[config.mk]
export PLATFORM = sky130hd
export DESIGN_NAME = salc_way_scan
export DESIGN_NICKNAME = d
export VERILOG_FILES = /design/src/rtl/salc_pkg.sv /design/src/rtl/salc_way_scan.sv
export SDC_FILE = /design/constraint.sdc
export NUM_CORES = 1
export LEC_CHECK = 0
export ABC_AREA = 1
export BUFFER_PORTS_ARGS = -buffer_cell sky130_fd_sc_hd__buf_4
export CORE_ASPECT_RATIO = 2
export CORE_MARGIN = 4
export CORE_UTILIZATION = 40
export DETAILED_ROUTE_END_ITERATION = 7
export PLACE_DENSITY = 0.82
export SLEW_MARGIN = 20
export SYNTH_ARGS = -nofsm -noshare
export SYNTH_HDL_FRONTEND = slang
export SYNTH_SLANG_ARGS = --single-unit
[constraint.sdc]
create_clock -name clk -period 3.3 [get_ports clk]
set_input_delay 0.33 -clock clk [delete_from_list [all_inputs] [get_ports clk]]
set_output_delay 0.33 -clock clk [all_outputs]
set_load 0.02 [all_outputs]
[src/rtl/salc_pkg.sv]
package salc_pkg;

    // Opcodes carried on the input tuser.
    localparam logic [1:0] OP_LOAD   = 2'd0;
    localparam logic [1:0] OP_STORE  = 2'd1;
    localparam logic [1:0] OP_MODIFY = 2'd2;

    // Configuration register indexes.
    localparam logic [1:0] CFG_SET_BITS    = 2'd0;
    localparam logic [1:0] CFG_BLOCK_BITS  = 2'd1;
    localparam logic [1:0] CFG_WAYS_IN_USE = 2'd2;

    localparam int CFG_INDEX_W = 2;
    localparam int CFG_DATA_W  = 5;

    localparam int IN_TDATA_W  = 32;
    localparam int IN_TUSER_W  = 2;
    localparam int OUT_TDATA_W = 104;
    localparam int COUNT_W     = 32;
    localparam int WAY_OUT_W   = 3;

    // Outcome of a scan over the ways of one set.
    typedef struct packed {
        logic hit_found;
        logic free_found;
    } scan_status_t;

endpackage

[src/rtl/salc_way_scan.sv]
module salc_way_scan #(
    parameter int WAY_W  = 3,
    parameter int TAG_W  = 32,
    parameter int RANK_W = 3
) (
    input  logic                  clk,
    input  logic                  rst_n,
    input  logic                  step_en,
    input  logic                  first,
    input  logic [WAY_W-1:0]      idx,
    input  logic                  line_valid,
    input  logic [TAG_W-1:0]      line_tag,
    input  logic [RANK_W-1:0]     line_rank,
    input  logic [TAG_W-1:0]      key_tag,
    output salc_pkg::scan_status_t status,
    output logic [WAY_W-1:0]      hit_way,
    output logic [WAY_W-1:0]      free_way,
    output logic [WAY_W-1:0]      victim_way
);

    logic              hit_found_reg;
    logic              free_found_reg;
    logic [WAY_W-1:0]  hit_way_reg;
    logic [WAY_W-1:0]  free_way_reg;
    logic [WAY_W-1:0]  victim_way_reg;
    logic [RANK_W-1:0] best_rank_reg;
    logic              is_match;

    // The one tag comparator, applied to a single way each cycle.
    assign is_match = line_valid && (line_tag == key_tag);

    always_ff @(posedge clk or negedge rst_n)
    begin
        if (!rst_n)
        begin
            hit_found_reg  <= 1'b0;
            free_found_reg <= 1'b0;
        end
        else if (step_en)
        begin
            hit_found_reg  <= is_match || (!first && hit_found_reg);
            free_found_reg <= !line_valid || (!first && free_found_reg);
        end
    end

    always_ff @(posedge clk)
    begin
        if (step_en)
        begin
            if (is_match && (first || !hit_found_reg))
            begin
                hit_way_reg <= idx;
            end
            if (!line_valid && (first || !free_found_reg))
            begin
                free_way_reg <= idx;
            end
            // Strictly greater keeps the lowest way among equal ranks.
            if (first || (line_rank > best_rank_reg))
            begin
                best_rank_reg  <= line_rank;
                victim_way_reg <= idx;
            end
        end
    end

    assign status.hit_found  = hit_found_reg;
    assign status.free_found = free_found_reg;
    assign hit_way           = hit_way_reg;
    assign free_way          = free_way_reg;
    assign victim_way        = victim_way_reg;

endmodule

# After elaboration in Yosys (flattened, before gate mapping)
# Cells that the tools add are included.
[classes] n_lt_le_gt_ge=1 eq_ne=1 reduce_logical=17
[op_table] cell="== test 32 bit" n=1
[op_table] cell="AND reduction 2 bit" n=3
[op_table] cell="logical AND 1 bit" n=5
[op_table] cell="logical OR 1 bit" n=5
[op_table] cell="logical NOT 1 bit" n=4
[op_table] cell="> comparator 3 bit" n=1
[totals] regBits=14 output_inout_bits=11

# Longest topological paths before layout
# Gate-level depths: netlist (run 1).
[depth] word_depth=4 mapped_depth=8

# Least setup slack after synthesis (run 1)
# No wires, ideal clock.
[synth_timing] path_type="register to register" startpoint="register best_rank_reg[2]" endpoint="register best_rank_reg[0], enable pin" setup_ps=318 arrival_time_ps=1030 t_required_ps=2982 slack_ps=1952 stages_incl_launch_ff=7 path_buffers=0 path_cell_list="edfxtp_1 > inv_1 > ha_1 > nand2_1 > o21ai_0 > nand3_1 > nand2_1"
[synth_between] elab_chain_cells=3
[synth_rtl] item="from (decl)" line="salc_way_scan.sv:26" rtl="logic [RANK_W-1:0] best_rank_reg;"
[synth_rtl] item="from (signal assigned)" line="salc_way_scan.sv:61" rtl="best_rank_reg <= line_rank;"
[synth_rtl] item="> comparator 3 bit" line="salc_way_scan.sv:59" rtl="if (first || (line_rank > best_rank_reg))"
[synth_rtl] item="logical OR 1 bit" line="salc_way_scan.sv:59"
[synth_rtl] item="AND reduction 2 bit (no line)"
# Every way passes these cells.
# A chain may end at the register's enable or synchronous reset.

# Worst setup path in the final report (run 1)
[layout_timing] startpoint="register best_rank_reg[2]" endpoint="register victim_way_reg[2] (netlist: victim_way[2]), enable pin"
[layout_between] elab_chain_cells=3
[layout_rtl] item="> comparator 3 bit" line="salc_way_scan.sv:59"
[layout_rtl] item="logical OR 1 bit" line="salc_way_scan.sv:59"
[layout_rtl] item="AND reduction 2 bit (no line)"
[layout_rtl] item="to (signal assigned)" line="salc_way_scan.sv:62" rtl="victim_way_reg <= idx;"
[layout_rtl] item="to (decl)" line="salc_way_scan.sv:25" rtl="logic [WAY_W-1:0] victim_way_reg;"
# Every way passes these cells.

==> summary.md, run 1 <==
| Metric | Value |
|---|---|
| # Max-Cap Violations | 0 |
| Overall routing resource usage | between 10% and 20% |
| Storage element area | about 410 sq um |
| Critical path class | reg -> reg |
| Worst hold stages | 1 |
| Largest area contributor in the synthesized netlist | sky130_fd_sc_hd__edfxtp_1 |
| TritonCTS clock tree | built |
| Biggest area contributors in the synthesized netlist | sky130_fd_sc_hd__edfxtp_1, sky130_fd_sc_hd__nand2_1, sky130_fd_sc_hd__inv_1, sky130_fd_sc_hd__nor2_1, sky130_fd_sc_hd__xnor2_1 |
| Status | complete, no violations |
| Synthesis Warnings | 0 |
| Net Sw Power | 0.126 mW |
| Die ar. | roughly 3900 sq um |
| CTS Sinks | 14 |
| Launch point of the worst hold path | line_rank[0] |
| Combinational Power Share | approximately a third |
| Detailed-route wire length | 3170 um |
| Total congestion overflow | 0 |
| Critical path's largest stage delay | about 320 ps |
| Yosys reg bits | 14 |
| Upper clock frequency limit | between 600 and 700 MHz |
| Post-Syn Area per Cell | around 6.4 sq um |
| Unrepaired setup endpoints after global routing | no |
| Hold EP | best_rank_reg[0]$_DFFE_PP_ |
| PortBufs | 85 |
| Final hold violations | 0 |
| Worst min-delay path category | in -> reg |
| Total placed cells including tap cells | between 200 and 300 |
| Area Overhead vs Synth | 61.4% |
| Starting utilization of the core area | around two fifths |
| Average detailed-routed wire length per instance | between 10 and 15 um |
| Switching power share of the total | between 20% and 30% |
| Accumulated negative setup slack | 0 ps |
| Part of the Yosys area used for sequential elements | between 30% and 40% |
| Endpoint of the worst-slack reg-to-reg timing path | victim_way[2]$_DFFE_PP_ |
| Via density per instance | 4.48 |
| Internal Power | between 0.3 and 0.4 mW |
| Final worst-path setup slack | approximately 1700 ps |
| Leading cell types in the layout, fill and taps excluded | sky130_fd_sc_hd__buf_4, sky130_fd_sc_hd__nand2_1, sky130_fd_sc_hd__inv_1 |
| Worst Hold Margin | between 200 and 300 ps |
| Post-route clock period utilization | between 40% and 50% |
| Die height | 84.1 um |
| Startpoint of the worst-slack reg-to-reg timing path | best_rank_reg[2]$_DFFE_PP_ |
| Mapped cell area | 1160 sq um |
| Peak supply drop | approximately 0.23 mV |
| Cells on worst reg2reg path | 6 |
| Initial antenna violation count | 0 |
| Cell with the most instances on the worst path | sky130_fd_sc_hd__nand2_1 |
| Maximum net fanout on the critical path | 6 |
| Number of instances in the synthesized netlist | between 150 and 200 |
| Pre-CTS worst setup slack | ~1700 ps |
| Count of routing violations after the opening detailed-route iteration | 12 |
| Cell with the largest stage delay on the worst path | sky130_fd_sc_hd__edfxtp_1 |
| Synth Net Count | between 200 and 300 |
| Total inserted antenna cells | 0 |
| Multi-input combinational cell area | 563 sq um |
| DRT Pass-1 Iters | 4 |
| Share of the synthesized area in the top cell type | between 30% and 40% |
| Net count reported at finish | ~350 |
| Clock network latency to the later pin of the worst-skew pair | between 200 and 250 ps |
| CTS Root Buffer Type | sky130_fd_sc_hd__clkbuf_8 |
| Data arrival time of the critical path | between 1000 and 1500 ps |
| Slack of the worst reg-to-reg path | 1730 ps |
| Final Max Tran Viols | 0 |
| Core footprint | 2770 sq um |
| Startpoint type of the worst setup path | flop |
| Proportion of layout cells with a drive suffix above 1 | 35.4% |
| Die X | 46.0 um |
| Number of endpoints failing setup at the final stage | 0 |
| Distinct cell type count after synthesis | 18 |
| Worst-Margin Slew | around 480 ps |
| Number of DRC violations after detailed routing | 0 |
| I/O pin cnt | 86 |
| Post-detailed-route count of antenna-violating nets | 0 |
| # fillers | about 250 |
| Register share of total power | approximately 41% |
| Crit end category | flop |
| Sequence of cells on the critical path | inv_1 -> ha_1 -> nand2_1 -> o21ai_0 -> nand3_1 -> nand2_1 |
| Leakage power | between 1 and 1.5 nW |
| Fin crit period | ~1600 ps |
| Post-route non-filler standard cell count | around 300 |
| Clock transition at the registers of the reported paths | 50 ps |
| Via count of the first global-routing pass | about 1300 |
| Row Count | 27 |
| Number of buffers between clock root and the deepest sink | 2 |
| Post-DP HPWL | 2960 um |
| Number of buffers inserted during clock tree synthesis | 3 |
| Resized Gates After CTS | 0 |
| Pin count of the biggest net entering global routing | 8 |
| Final weighted congestion in routability-driven placement | 0.770 |
| Worst EP required | 3220 ps |
| Final Skew | just under 4 ps |
| Via count | about 1300 |
| Wire length of the first global-routing pass | around 5000 um |
| Clock share of power | approximately 26% |
| Deepest level of the CTS H-tree | 1 |
| Power density over the cells | 271 nW/um^2 |
| Commonest non-fill, non-tap cell in the layout | sky130_fd_sc_hd__buf_4 |
| Worst slew margin relative to its limit | around two thirds |
| Tot Pwr | roughly 0.5 mW |
critical path, delay by kind of cell (launching register included):
family                     cells  cell delay, ps
DFF                            1             320
and+or+nand+nor                3             390
buffers and inverters          1              40
AOI/OAI and AO/OA              1             200
adders and majority gates      1             300
worst max-delay path by stage:
stage | start | end
final | best_rank_reg[2]$_DFFE_PP_ | victim_way[2]$_DFFE_PP_
after global routing | best_rank_reg[2]$_DFFE_PP_ | victim_way[2]$_DFFE_PP_
after CTS | best_rank_reg[2]$_DFFE_PP_ | victim_way[2]$_DFFE_PP_
after detailed placement | line_rank[2] | victim_way[2]$_DFFE_PP_
after global placement | key_tag[6] | hit_way[0]$_DFFE_PP_
after floorplan | best_rank_reg[2]$_DFFE_PP_ | best_rank_reg[0]$_DFFE_PP_
power groups by stage:
stage          logic (mW)  registers, mW  clock network, mW
2_1_floorplan      0.0661          0.217                  0
3_3_place_gp        0.164          0.211                  0
3_5_place_dp        0.168          0.212                  0
4_1_cts             0.170          0.208              0.132
5_1_grt             0.189          0.209              0.140
6_report            0.168          0.208              0.130
Yosys cell counts (all sizes together):
cell	instances
nand3	5
a21oi	1
xnor2	7
xor2	1
inv	45
nor2	21
a211oi	1
edfxtp	12
nand2	68
or2	3
dfrtp	2
nor3	1
ha	3
buf	2
o21ai	9
cell type report:
type | count | area share (%)
Tap cell | 29 | 1.94
Timing Repair Buffer | 86 | 34.7
Clock buffer | 3 | 2.21
Multi-Input combinational cell | 120 | 30.1
Inverter | 45 | 9.04
Sequential cell | 14 | 22.0
routing by layer:
metal / global-route usage, % / share of wire (%) / up-vias
met5: 0 / 0 / -
met4: 6.48 / 2.1 / 0
met3: 3.89 / 9.1 / 4
met2: 32.7 / 60 / 67
met1: 14.8 / 29 / 554
li1: - / - / 705
through the flow:
stage / utilization [%] / cell area, sq um
floorplan: - / 1160
global placement: 65.6 / 1820
detailed placement: 65.6 / 1820
CTS: 67.4 / 1870
global route: 67.4 / 1870
finish: 67.4 / 1870
cells by family after synthesis:
| group | share of synthesized area [%] |
|---|---|
| AND/OR/NAND/NOR | 34.4 |
| buffers and inverters | 15.9 |
| flip-flops | 35.5 |
| AO/OA/AOI/OAI | 4.97 |
| XOR/XNOR | 6.05 |
| adder cells (fa/ha/maj) | 3.24 |
repair_timing:
action	in CTS	in global routing
hold endpoints to repair	2	0
setup buffers	0	0
hold buffers	1	0
Power figures use the tool's default switching activity.
==> run 2, diff against run 1 <==
==> constraint.sdc (replaced) <==
create_clock -name clk -period 1.6 [get_ports clk]
set_input_delay 0.16 -clock clk [delete_from_list [all_inputs] [get_ports clk]]
set_output_delay 0.16 -clock clk [all_outputs]
set_load 0.02 [all_outputs]
==> run 2 against run 1 <==
Compared with the run above:
- critical path depth unchanged
- final area unchanged
- setup slack lost 1600 ps
- register-to-register slack worse by 1600 ps
- clock power increased by 110%
- clock-buffer cell count is the same
- routed wire length increased by 0.57%
- critical path type unchanged
- largest cell class unchanged
==> summary.md, run 2 (synthesis gave the netlist of run 1 again) <==
| Metric | Value |
|---|---|
| Status | complete, no violations |
| Worst hold stages | 1 (unchanged) |
| Die height | 84.1 um (unchanged) |
| Slack of the worst reg-to-reg path | 120 ps (-1610 ps) |
| Cell with the most instances on the worst path | sky130_fd_sc_hd__nand2_1 |
| Startpoint type of the worst setup path | flop |
| Maximum net fanout on the critical path | 6 (unchanged) |
| Number of endpoints failing setup at the final stage | 0 (unchanged) |
| Final Max Tran Viols | 0 (unchanged) |
| Critical path's largest stage delay | 310 ps (about the same) |
| Largest delay share family, worst path | simple AND/OR/NAND/NOR gates |
| Worst-Margin Slew | 516 ps (+38.7 ps) |
| Crit end category | flop |
| Via count | 1324 (-0.45%) |
| Total inserted antenna cells | 0 (unchanged) |
| Worst Hold Margin | 112 ps (-169 ps) |
| Unrepaired setup endpoints after global routing | no |
| Detailed-route wire length | 3190 um (+0.57%) |
| Post-route clock period utilization | 92.2% (+45 points) |
| Deepest level of the CTS H-tree | 1 (unchanged) |
| Post-detailed-route count of antenna-violating nets | 0 (unchanged) |
| Final hold violations | 0 (unchanged) |
| Power density over the cells | 560 nW/um^2 (+110%) |
| DRT Pass-1 Iters | 4 (unchanged) |
| Number of buffers inserted during clock tree synthesis | 3 (unchanged) |
| Count of buffers added by post-CTS timing repair for setup | 0 (unchanged) |
| CTS Root Buffer Type | sky130_fd_sc_hd__clkbuf_8 |
| Pin count of the biggest net entering global routing | 8 (unchanged) |
| Proportion of layout cells with a drive suffix above 1 | 35.4% (unchanged) |
| Wire length of the first global-routing pass | 4970 um (+1.6%) |
| Fin crit period | 1480 ps (-90.7 ps) |
| Number of DRC violations after detailed routing | 0 (unchanged) |
| Initial antenna violation count | 0 (unchanged) |
| Worst slew margin relative to its limit | 65.4% (-2.6 points) |
| Via count of the first global-routing pass | 1316 (+3.7%) |
| Upper clock frequency limit | 678 MHz (+6.2%) |
| I/O pin cnt | 86 (unchanged) |
| Leading cell types in the layout, fill and taps excluded | sky130_fd_sc_hd__buf_4, sky130_fd_sc_hd__nand2_1, sky130_fd_sc_hd__inv_1 |
| Overall routing resource usage | 17.2% (+0.31 points) |
| Worst min-delay path category | in -> reg |
| Startpoint of the worst-slack reg-to-reg timing path | best_rank_reg[2]$_DFFE_PP_ |
| Critical path class | reg -> reg |
| Cell area after layout | 1870 sq um (unchanged) |
| Count of routing violations after the opening detailed-route iteration | 39 (+27) |
| Hold EP | best_rank_reg[0]$_DFFE_PP_ |
| CTS Sinks | 14 (unchanged) |
| # fillers | 251 (unchanged) |
| Peak supply drop | 0.248 mV (+10%) |
| Clock network latency to the later pin of the worst-skew pair | 230 ps (about the same) |
| Endpoint of the worst-slack reg-to-reg timing path | victim_way[0]$_DFFE_PP_ |
| Final weighted congestion in routability-driven placement | 0.789 (+2.4%) |
| Area Overhead vs Synth | 61.4% (unchanged) |
| Post-DP HPWL | 2980 um (+0.86%) |
| Net count reported at finish | 348 (unchanged) |
| Number of buffer and inverter instances along the worst setup path | 1 (unchanged) |
| Die X | 46.0 um (unchanged) |
| # Max-Cap Violations | 0 (unchanged) |
| Die ar. | 3870 sq um (unchanged) |
| Number of buffers between clock root and the deepest sink | 2 (unchanged) |
| Sequence of cells on the critical path | inv_1 -> ha_1 -> nand2_1 -> o21ai_0 -> nand3_1 -> nand2_1 |
| Accumulated negative setup slack | 0 ps (unchanged) |
| PortBufs | 85 (unchanged) |
| Data arrival time of the critical path | 1400 ps (-80 ps) |
| Total congestion overflow | 0 (unchanged) |
| Via density per instance | 4.46 (-0.45%) |
| Worst EP required | 1520 ps (-1700 ps) |
| Cell with the largest stage delay on the worst path | sky130_fd_sc_hd__edfxtp_1 |
| Clock transition at the registers of the reported paths | 50 ps (about the same) |
| Standard cell area after detailed placement | 1820 sq um (unchanged) |
| Final Skew | 2.06 ps (-1.85 ps) |
| Core footprint | 2770 sq um (unchanged) |
| Commonest non-fill, non-tap cell in the layout | sky130_fd_sc_hd__buf_4 |
| Cells on worst reg2reg path | 6 (unchanged) |
| Row Count | 27 (unchanged) |
| Launch point of the worst hold path | line_rank[0] |
| TritonCTS clock tree | built |
| Leakage power | 1.09 nW (unchanged) |
| Starting utilization of the core area | 41.8% (unchanged) |
| Average detailed-routed wire length per instance | 10.7 um (+0.57%) |
==> run 2: timing repair <==
action                    4_1_cts  5_1_grt
hold endpoints to repair        2        0
gates resized for setup         0        0
hold buffers                    1        0
==> run 2: worst max-delay path by stage <==
stage	from	end	slack [ps]	cells past startpoint
after floorplan	best_rank_reg[2]$_DFFE_PP_	best_rank_reg[0]$_DFFE_PP_	250	6
after global placement	best_rank_reg[2]$_DFFE_PP_	victim_way[2]$_DFFE_PP_	200	6
after detailed placement	best_rank_reg[2]$_DFFE_PP_	victim_way[0]$_DFFE_PP_	130	6
after CTS	best_rank_reg[2]$_DFFE_PP_	victim_way[0]$_DFFE_PP_	120	6
after global routing	best_rank_reg[1]$_DFFE_PP_	victim_way[0]$_DFFE_PP_	20	6
final	best_rank_reg[2]$_DFFE_PP_	victim_way[0]$_DFFE_PP_	120	6
==> run 2: cell type report <==
| class | instances | area [sq um] | share of cell area, % |
|---|---|---|---|
| Timing Repair Buffer | 86 | 648 | 34.7 |
| Multi-Input combinational cell | 120 | 563 | 30.1 |
| Sequential cell | 14 | 410 | 22.0 |
| Inverter | 45 | 169 | 9.04 |
| Tap cell | 29 | 36.3 | 1.94 |
| Clock buffer | 3 | 41.3 | 2.21 |
==> run 2: through the flow <==
| stage | instances | util (%) | power (mW) | worst slack, ps |
|---|---|---|---|---|
| floorplan | 181 | - | 0.585 | 252 |
| global placement | 293 | 65.6 | 0.775 | 197 |
| detailed placement | 293 | 65.6 | 0.785 | 128 |
| CTS | 297 | 67.4 | 1.05 | 116 |
| global route | 297 | 67.4 | 1.11 | 24.8 |
| finish | 297 | 67.4 | 1.05 | 125 |
==> run 2: routing by layer <==
metal | track usage [%] | vias up | share of wire (%)
li1 | - | 707 | -
met1 | 14.4 | 544 | 29
met2 | 34.7 | 67 | 60
met3 | 3.02 | 6 | 9.2
met4 | 6.22 | 0 | 1.9
met5 | 0 | - | 0
==> run 2: power breakdown <==
| group | leakage, nW | switching [mW] | internal [mW] |
|---|---|---|---|
| clock | 0.0216 | 0.106 | 0.166 |
| sequential | 0.138 | 0.00677 | 0.422 |
| combinational | 0.933 | 0.151 | 0.196 |
| total | 1.09 | 0.263 | 0.784 |
